### src/vsf_pkg.sv
// vsf_pkg: shared types and codes for the vertex split forest front.
// No dependencies; used by vsf_req_check and vertex_split_forest_front.
package vsf_pkg;

  localparam int VTX_W = 10;
  localparam int CNT_W = 11;
  localparam int CFG_W = 11;
  localparam int ST_W  = 3;

  localparam logic [CFG_W-1:0] VERTEX_COUNT_RESET = 11'd1024;
  localparam logic [CNT_W-1:0] COUNT_MAX          = 11'd2047;

  localparam logic [ST_W-1:0] ST_DONE       = 3'd0;
  localparam logic [ST_W-1:0] ST_RANGE      = 3'd1;
  localparam logic [ST_W-1:0] ST_REFINED    = 3'd2;
  localparam logic [ST_W-1:0] ST_INACTIVE   = 3'd3;
  localparam logic [ST_W-1:0] ST_DEPENDENTS = 3'd4;
  localparam logic [ST_W-1:0] ST_FULL       = 3'd5;
  localparam logic [ST_W-1:0] ST_SKIPPED    = 3'd6;

  typedef enum logic [1:0] {
    REQ_LOAD    = 2'd0,
    REQ_REFINE  = 2'd1,
    REQ_COARSEN = 2'd2,
    REQ_QUERY   = 2'd3
  } req_type_t;

  typedef struct packed {
    req_type_t          req_type;
    logic [VTX_W-1:0]   split_index;
    logic [VTX_W-1:0]   query_vertex;
    logic [VTX_W-1:0]   parent_vertex;
    logic [VTX_W-1:0]   child_vertex;
    logic [VTX_W-1:0]   left_apex;
    logic               has_left_apex;
    logic [VTX_W-1:0]   right_apex;
    logic               has_right_apex;
  } req_item_t;

  typedef struct packed {
    logic [ST_W-1:0]  status;
    logic [VTX_W-1:0] result_value;
  } rsp_item_t;

  typedef struct packed {
    logic [VTX_W-1:0] parent;
    logic [VTX_W-1:0] child;
    logic [VTX_W-1:0] vl;
    logic [VTX_W-1:0] vr;
    logic             has_vr;
    logic             refined;
  } split_entry_t;

  // precheck results of an incoming request
  typedef struct packed {
    logic [ST_W-1:0] load_status;
    logic            split_range;
    logic            query_range;
  } chk_t;

endpackage

### src/vsf_req_check.sv
// vsf_req_check: range, skip and table-full checks on an incoming request.
// Depends on vsf_pkg.
module vsf_req_check #(
  parameter int MAX_VERTICES = 1024,
  parameter int MAX_SPLITS   = 1024
) (
  input  vsf_pkg::req_item_t               req,
  input  logic [vsf_pkg::CFG_W-1:0]        vertex_count,
  input  logic [$clog2(MAX_SPLITS+1)-1:0]  total,
  output vsf_pkg::chk_t                    chk
);
  import vsf_pkg::*;

  function automatic logic out_of_range(input logic [VTX_W-1:0] v,
                                        input logic [CFG_W-1:0] cnt);
    return ({1'b0, v} >= cnt) || (32'(v) >= MAX_VERTICES);
  endfunction

  always_comb begin
    chk.split_range = 32'(req.split_index) >= 32'(total);
    chk.query_range = out_of_range(req.query_vertex, vertex_count);
    priority if (!req.has_left_apex) begin
      chk.load_status = ST_SKIPPED;
    end else if (out_of_range(req.parent_vertex, vertex_count) ||
                 out_of_range(req.child_vertex, vertex_count) ||
                 out_of_range(req.left_apex, vertex_count) ||
                 (req.has_right_apex && out_of_range(req.right_apex, vertex_count))) begin
      chk.load_status = ST_RANGE;
    end else if (32'(total) >= MAX_SPLITS) begin
      chk.load_status = ST_FULL;
    end else begin
      chk.load_status = ST_DONE;
    end
  end

endmodule
### config.mk
export PLATFORM = sky130hd
export DESIGN_NAME = vsf_req_check
export DESIGN_NICKNAME = d
export VERILOG_FILES = /design/src/vsf_pkg.sv /design/src/vsf_req_check.sv
export SDC_FILE = /design/constraint.sdc
export NUM_CORES = 1
export LEC_CHECK = 0
export BUFFER_PORTS_ARGS = -buffer_cell sky130_fd_sc_hd__buf_2
export CAP_MARGIN = 20
export CORE_MARGIN = 2
export CORE_UTILIZATION = 45
export DETAILED_ROUTE_END_ITERATION = 10
export GPL_ROUTABILITY_DRIVEN = 0
export PLACE_DENSITY = 0.85
export SLEW_MARGIN = 0
export SYNTH_ARGS = -nofsm -noshare
export SYNTH_HDL_FRONTEND = slang
export SYNTH_SLANG_ARGS = --single-unit
### constraint.sdc
create_clock -name vclk -period 2.9
set_input_delay 0.435 -clock vclk [all_inputs]
set_output_delay 0.435 -clock vclk [all_outputs]
set_load 0.01 [all_outputs]
## After elaboration in Yosys (flattened, before gate mapping)

Cells that the tools add are included.

| operators by class | value |
|---|---|
| order comparisons | 7 |
| mux-type cells | 3 |
| reductions and logical operators | 4 |

Operators with widths:

| operator | count |
|---|---|
| $ge 10x11->1 | 6 |
| $ge 11x11->1 const B | 1 |
| $mux 3 | 3 |
| $logic_or 1x1->1 | 3 |
| $logic_and 1x1->1 | 1 |

| word-level totals | value |
|---|---|
| register bits after elaboration | 0 |
| input bits | 86 |
| output and inout port bits | 5 |
| word-level logic and storage cells | 14 |

## Depth between registers and ports, before layout

Gate-level depths: netlist (run 1).

| depth | value |
|---|---|
| depth after elaboration | 6 |
| mapped depth | 7 |
| depth with buffers taken out | 7 |

## Least setup slack after synthesis (run 1)

No wires, ideal clock.

| timing | value |
|---|---|
| kind | input -> output |
| start | input port vertex_count[9] in the netlist's numbering |
| end | output port chk[4] in the netlist's numbering |
| arrival | 2147 ps |
| required time | 2465 ps |
| setup slack | 318 ps |
| stages on the path | 7 |
| buffers on the path | 0 |
| cell sequence | inv_1 ha_1 a222oi_1 o2111ai_1 a222oi_1 o221ai_1 o41ai_1 |

RTL lines:

| item | line | source |
|---|---|---|
| from (decl) | vsf_req_check.sv:8 | `input logic [vsf_pkg::CFG_W-1:0] vertex_count,` |
| to (decl) | vsf_req_check.sv:10 | `output vsf_pkg::chk_t chk` |

==> flow_metrics.env, run 1 <==
export IMPL_antenna_left=0
export IMPL_required_ns=2.47
export IMPL_n_sequential_cell=0
export IMPL_fmax_mhz=360
export IMPL_cp_num_buf_inv=3
export IMPL_avgSynthCellArea_um2=8.16
export IMPL_cp_end_kind="output port"
export IMPL_io_buffer_count=89
export IMPL_hold_path_class="input port to output port"
export IMPL_crit_fanout=5
export IMPL_post_dp_hpwl_mm=3.44
export IMPL_status="completed"
export IMPL_hold_viol=0
export IMPL_grt_ovfl_total=0
export IMPL_cp_start_kind="input port"
export IMPL_cts_setup_buffers=0
export IMPL_seq_area_frac_synth_pct=0
export IMPL_drc=0
export IMPL_rsz0062_at_grt="no"
export IMPL_clkbuf_count=0
export IMPL_final_cell_area_um2=1900
export IMPL_synth_cell_type_count=31
export IMPL_die_y_um=59.0
export IMPL_drv_cap=0
export IMPL_fp_coreArea_um2=2810
export IMPL_antenna_cells=0
export IMPL_viasPerCell=5.36
export IMPL_critPathTopFamily="compound AO/OA/AOI/OAI gates"
export IMPL_wl_per_cell_um=12.9
export IMPL_critPathMaxStageDelay_ns=0.33
export IMPL_layout_commonest_cell="buf_2"
export IMPL_yosys_warnings=0
export IMPL_final_cell_mix="buf_2 (89), ha_1 (58), inv_1 (29), a21oi_1 (11)"
export IMPL_syn_nets=313
export IMPL_critPathSlowestCell="a222oi_1"
export IMPL_period_share_pct=95.7
export IMPL_start_util_pct=48.6
export IMPL_n_fill_cell=260
export IMPL_drtIter0Drc=37
export IMPL_place_area_um2=1850
export IMPL_row_count=19
export IMPL_routed_wl_mm=3.71
export IMPL_path_cells="buf_2 > inv_4 > ha_4 > a222oi_1 > o2111ai_1 > a222oi_1 > o221ai_2 > o41a_1 > buf_2"
export IMPL_tightest_slew_ns=0.332
export IMPL_firstDrtPassIters=5
export IMPL_grt_usage_pct=21.3
export IMPL_p_leak_uw=0.00118
export IMPL_peakVddDrop_mv=0.0654
export IMPL_worst_endpoint_arrival_ns=2.34
export IMPL_die_area_um2=3480
export IMPL_die_width_um=59.0
export IMPL_grt_max_degree=7
export IMPL_period_needed_ns=2.77
export IMPL_first_global_vias=1540
export IMPL_postCtsHoldBufs=0
export IMPL_grt_pass1_wl_mm=5.96
export IMPL_synthesis_area_um2=1360
export IMPL_io_pins=91
export IMPL_power_density_nw_per_um2=131
export IMPL_seqCellArea_um2=0
export IMPL_slew_violations=0
export IMPL_synthCells=167
export IMPL_drive_above_1_share_pct=37.4
export IMPL_timing_setup_tns_ns=0
export IMPL_dr_total_vias=1544
export IMPL_crit_type="input port to output port"
export IMPL_antenna_found_initial=0
export IMPL_area_growth_pct=39.1
export IMPL_setup_viol=0
export IMPL_slew_headroom_pct=77.8
export IMPL_fin_nets=405
power by group:
part	leakage [µW]	switching (µW)	internal, µW
clock network	0	0	0
logic	0.00118	120	128
registers	0	0	0
kinds of logic (layout without fill, tap and decap cells):
| family | Yosys count | in the layout | synth area share (%) |
|---|---|---|---|
| compound gates | 48 | 48 | 24.5 |
| buf+inv | 30 | 120 | 8.26 |
| fa+ha+maj | 60 | 60 | 55.1 |
| simple gates | 29 | 29 | 12.1 |
layer usage:
| metal | vias up | share of wire (%) | GRT usage [%] |
|---|---|---|---|
| li1 | 817 | - | - |
| met1 | 652 | 38 | 22.9 |
| met2 | 73 | 52 | 44.1 |
| met3 | 2 | 9.5 | 3.71 |
| met4 | 0 | 0.19 | 1.30 |
| met5 | - | 0 | 0 |
per-stage QoR:
| step | worst slack [ns] | hold WS (ns) | util [%] | power (µW) | instances |
|---|---|---|---|---|---|
| 4_1_cts | 0.00258 | 1.14 | 66.1 | 242 | 288 |
| 2_1_floorplan | 0.318 | 0.914 | - | 137 | 167 |
| 6_report | 0.125 | 1.15 | 67.6 | 248 | 288 |
| 3_3_place_gp | 0.0352 | 1.14 | 66.1 | 230 | 288 |
| 5_1_grt | 0.00550 | 1.18 | 67.6 | 288 | 288 |
| 3_5_place_dp | -0.0551 | 1.14 | 66.1 | 241 | 288 |
synthesized netlist by cell type:
library cell / count / area (µm²)
o2111ai_1: 2 / 17.5
a211o_1: 2 / 17.5
o221ai_1: 1 / 8.76
nand3b_1: 1 / 7.51
a41oi_1: 1 / 8.76
o41a_1: 1 / 11.3
nand3_1: 2 / 10.0
nand4_1: 6 / 37.5
nor2b_1: 4 / 25.0
inv_1: 30 / 113
o41ai_1: 2 / 17.5
o31ai_1: 1 / 7.51
nor3_1: 1 / 5.00
and4_1: 2 / 17.5
a211oi_1: 3 / 22.5
ha_1: 60 / 751
a221oi_1: 1 / 8.76
nand2b_1: 2 / 12.5
a21oi_1: 11 / 55.1
a222oi_1: 2 / 20.0
o22ai_1: 1 / 6.26
o211ai_1: 1 / 7.51
nor2_1: 5 / 18.8
o21a_1: 1 / 7.51
and3_2: 1 / 7.51
o21ai_0: 8 / 40.0
o311a_1: 1 / 10.0
nand2_1: 3 / 11.3
o21bai_1: 1 / 7.51
a21o_1: 8 / 60.1
and3_1: 2 / 12.5
final timing paths:
check | startpoint | endpoint | slack (ns) | depth (start not counted)
setup / recovery | vertex_count[9] | chk[2] | 0.13 | 9
hold / removal | req[11] | chk[3] | 1.15 | 3
layout make-up:
cell class         instances  area, µm²  share of cell area (%)
multi-input cells        137       1290                    68.0
repair buffers            90        453                    23.9
inverters                 30        115                    6.07
well taps                 31       38.8                    2.05
timing repair:
action,4_1_cts,5_1_grt
pin swaps,0,4
endpoints found under the setup margin,2,2
gates cloned,0,0
gates resized for setup,1,5
(Power assumes the default switching activity.)
==> run 2: changes to the inputs <==
--- a/config.mk
+++ b/config.mk
@@ -7,11 +7,13 @@
 export LEC_CHECK = 0
 export BUFFER_PORTS_ARGS = -buffer_cell sky130_fd_sc_hd__buf_2
 export CAP_MARGIN = 20
+export CELL_PAD_IN_SITES_DETAIL_PLACEMENT = 1
+export CELL_PAD_IN_SITES_GLOBAL_PLACEMENT = 2
 export CORE_MARGIN = 2
-export CORE_UTILIZATION = 45
+export CORE_UTILIZATION = 23
 export DETAILED_ROUTE_END_ITERATION = 10
 export GPL_ROUTABILITY_DRIVEN = 0
-export PLACE_DENSITY = 0.85
+export PLACE_DENSITY_LB_ADDON = 0.1
 export SLEW_MARGIN = 0
 export SYNTH_ARGS = -nofsm -noshare
 export SYNTH_HDL_FRONTEND = slang
==> flow_metrics.env, run 2 (synthesis results as in run 1) <==
export IMPL_cp_end_kind="output port"
export IMPL_worst_slack_ns=0.120
export IMPL_critPathTopFamily="compound AO/OA/AOI/OAI gates"
export IMPL_fmax_mhz=360
export IMPL_fin_nets=411
export IMPL_viasPerCell=4.62
export IMPL_min_path_cells=3
export IMPL_slew_headroom_pct=79.2
export IMPL_routed_wl_mm=4.36
export IMPL_cp_start_kind="input port"
export IMPL_io_pins=91
export IMPL_place_ws_ns=-0.0144
export IMPL_whs_endpoint="chk[3]"
export IMPL_period_share_pct=95.9
export IMPL_grt_pass1_wl_mm=6.71
export IMPL_clkbuf_count=0
export IMPL_antenna_found_initial=0
export IMPL_drtIter0Drc=29
export IMPL_final_cells=338
export IMPL_period_needed_ns=2.78
export IMPL_antenna_left=0
export IMPL_p_leak_uw=0.00120
export IMPL_timing_setup_tns_ns=0
export IMPL_rsz0062_at_grt="no"
export IMPL_seqCellArea_um2=0
export IMPL_area_growth_pct=45.5
export IMPL_path_cells="buf_2 > inv_4 > ha_4 > a222oi_1 > o2111ai_1 > a222oi_1 > o221ai_1 > o41a_1 > buf_2"
export IMPL_drive_above_1_share_pct=38.0
export IMPL_tightest_slew_ns=0.308
export IMPL_io_buffer_count=89
export IMPL_critPathMaxStageDelay_ns=0.41
export IMPL_n_sequential_cell=0
export IMPL_crit_fanout=5
export IMPL_fp_coreArea_um2=5820
export IMPL_hold_path_class="input port to output port"
export IMPL_final_cell_mix="buf_2 (89), ha_1 (58), inv_1 (29), a21oi_1 (11)"
export IMPL_grt_max_degree=7
export IMPL_setup_viol=0
export IMPL_grt_usage_pct=12.6
export IMPL_hold_viol=0
export IMPL_multi_input_area_um2=1270
export IMPL_die_y_um=81.0
export IMPL_worst_endpoint_arrival_ns=2.35
export IMPL_dp_cells=338
export IMPL_grt_ovfl_total=0
export IMPL_status="completed"
export IMPL_wl_per_cell_um=12.9
export IMPL_n_fill_cell=769
export IMPL_slew_violations=0
export IMPL_row_count=28
export IMPL_die_width_um=81.0
export IMPL_dr_total_vias=1563
export IMPL_start_util_pct=23.4
export IMPL_drv_cap=0
export IMPL_peakVddDrop_mv=0.0354
export IMPL_required_ns=2.47
export IMPL_whs_ns=1.14
export IMPL_layout_commonest_cell="buf_2"
export IMPL_crit_type="input port to output port"
export IMPL_power_density_nw_per_um2=127
export IMPL_cts_setup_buffers=0
export IMPL_die_area_um2=6560
export IMPL_hold_start="req[11]"
export IMPL_firstDrtPassIters=4
export IMPL_drc=0
export IMPL_post_dp_hpwl_mm=4.13
export IMPL_antenna_cells=0
export IMPL_postCtsHoldBufs=0
export IMPL_first_global_vias=1521
export IMPL_critPathSlowestCell="o41a_1"
export IMPL_cp_num_buf_inv=3
## run 2: cell types whose count changed in the layout (fill, tap and decap cells not counted)
cell | before | now
o41ai_1 | 1 | 2
o221ai_1 | 0 | 1
buf_4 | 1 | 7
o41ai_2 | 1 | 0
o221ai_2 | 1 | 0
## run 2: timing repair
action,4_1_cts,5_1_grt
resized for setup,1,3
endpoints found under the setup margin,2,2
pin swaps,2,2
endpoints found under the hold margin,0,0
## run 2: per-layer routing
layer,vias up,share of wire [%],track usage [%]
met5,-,0,0
met4,0,0.37,0.508
met3,2,7.3,1.22
met2,50,48,23.3
met1,681,44,16.6
li1,830,-,-
## run 2: worst max-delay path by stage
stage | to | depth (start not counted) | startpoint | slack, ns
floorplan | chk[4] | 7 | vertex_count[9] | 0.32
global placement | chk[2] | 9 | vertex_count[9] | 0.03
CTS | chk[2] | 9 | vertex_count[9] | 0.03
finish | chk[2] | 9 | vertex_count[9] | 0.12
detailed placement | chk[4] | 9 | vertex_count[9] | -0.01
global route | chk[2] | 9 | vertex_count[8] | 0.02
## run 2: power breakdown
part	internal, µW	total (µW)	switching (µW)
clock	0	0	0
sequential	0	0	0
combinational	132	252	120
total	132	252	120
## run 2: tightest hold or removal path: stages
cell   delay [ns]
buf_2        0.10
inv_1        0.04
buf_2        0.13
## run 2: final cells by class
class | instances | area share [%]
inverter | 30 | 5.81
multi-input combinational | 137 | 64.3
tap | 75 | 4.73
timing repair buffer | 96 | 25.1
## run 2: per-stage QoR
stage	total power [µW]	cell area, µm²	utilization, %
after floorplan	137	1360	-
after global placement	251	1950	33.6
after detailed placement	253	1950	33.6
after CTS	255	1950	33.6
after global routing	295	1980	34.1
final	252	1980	34.1
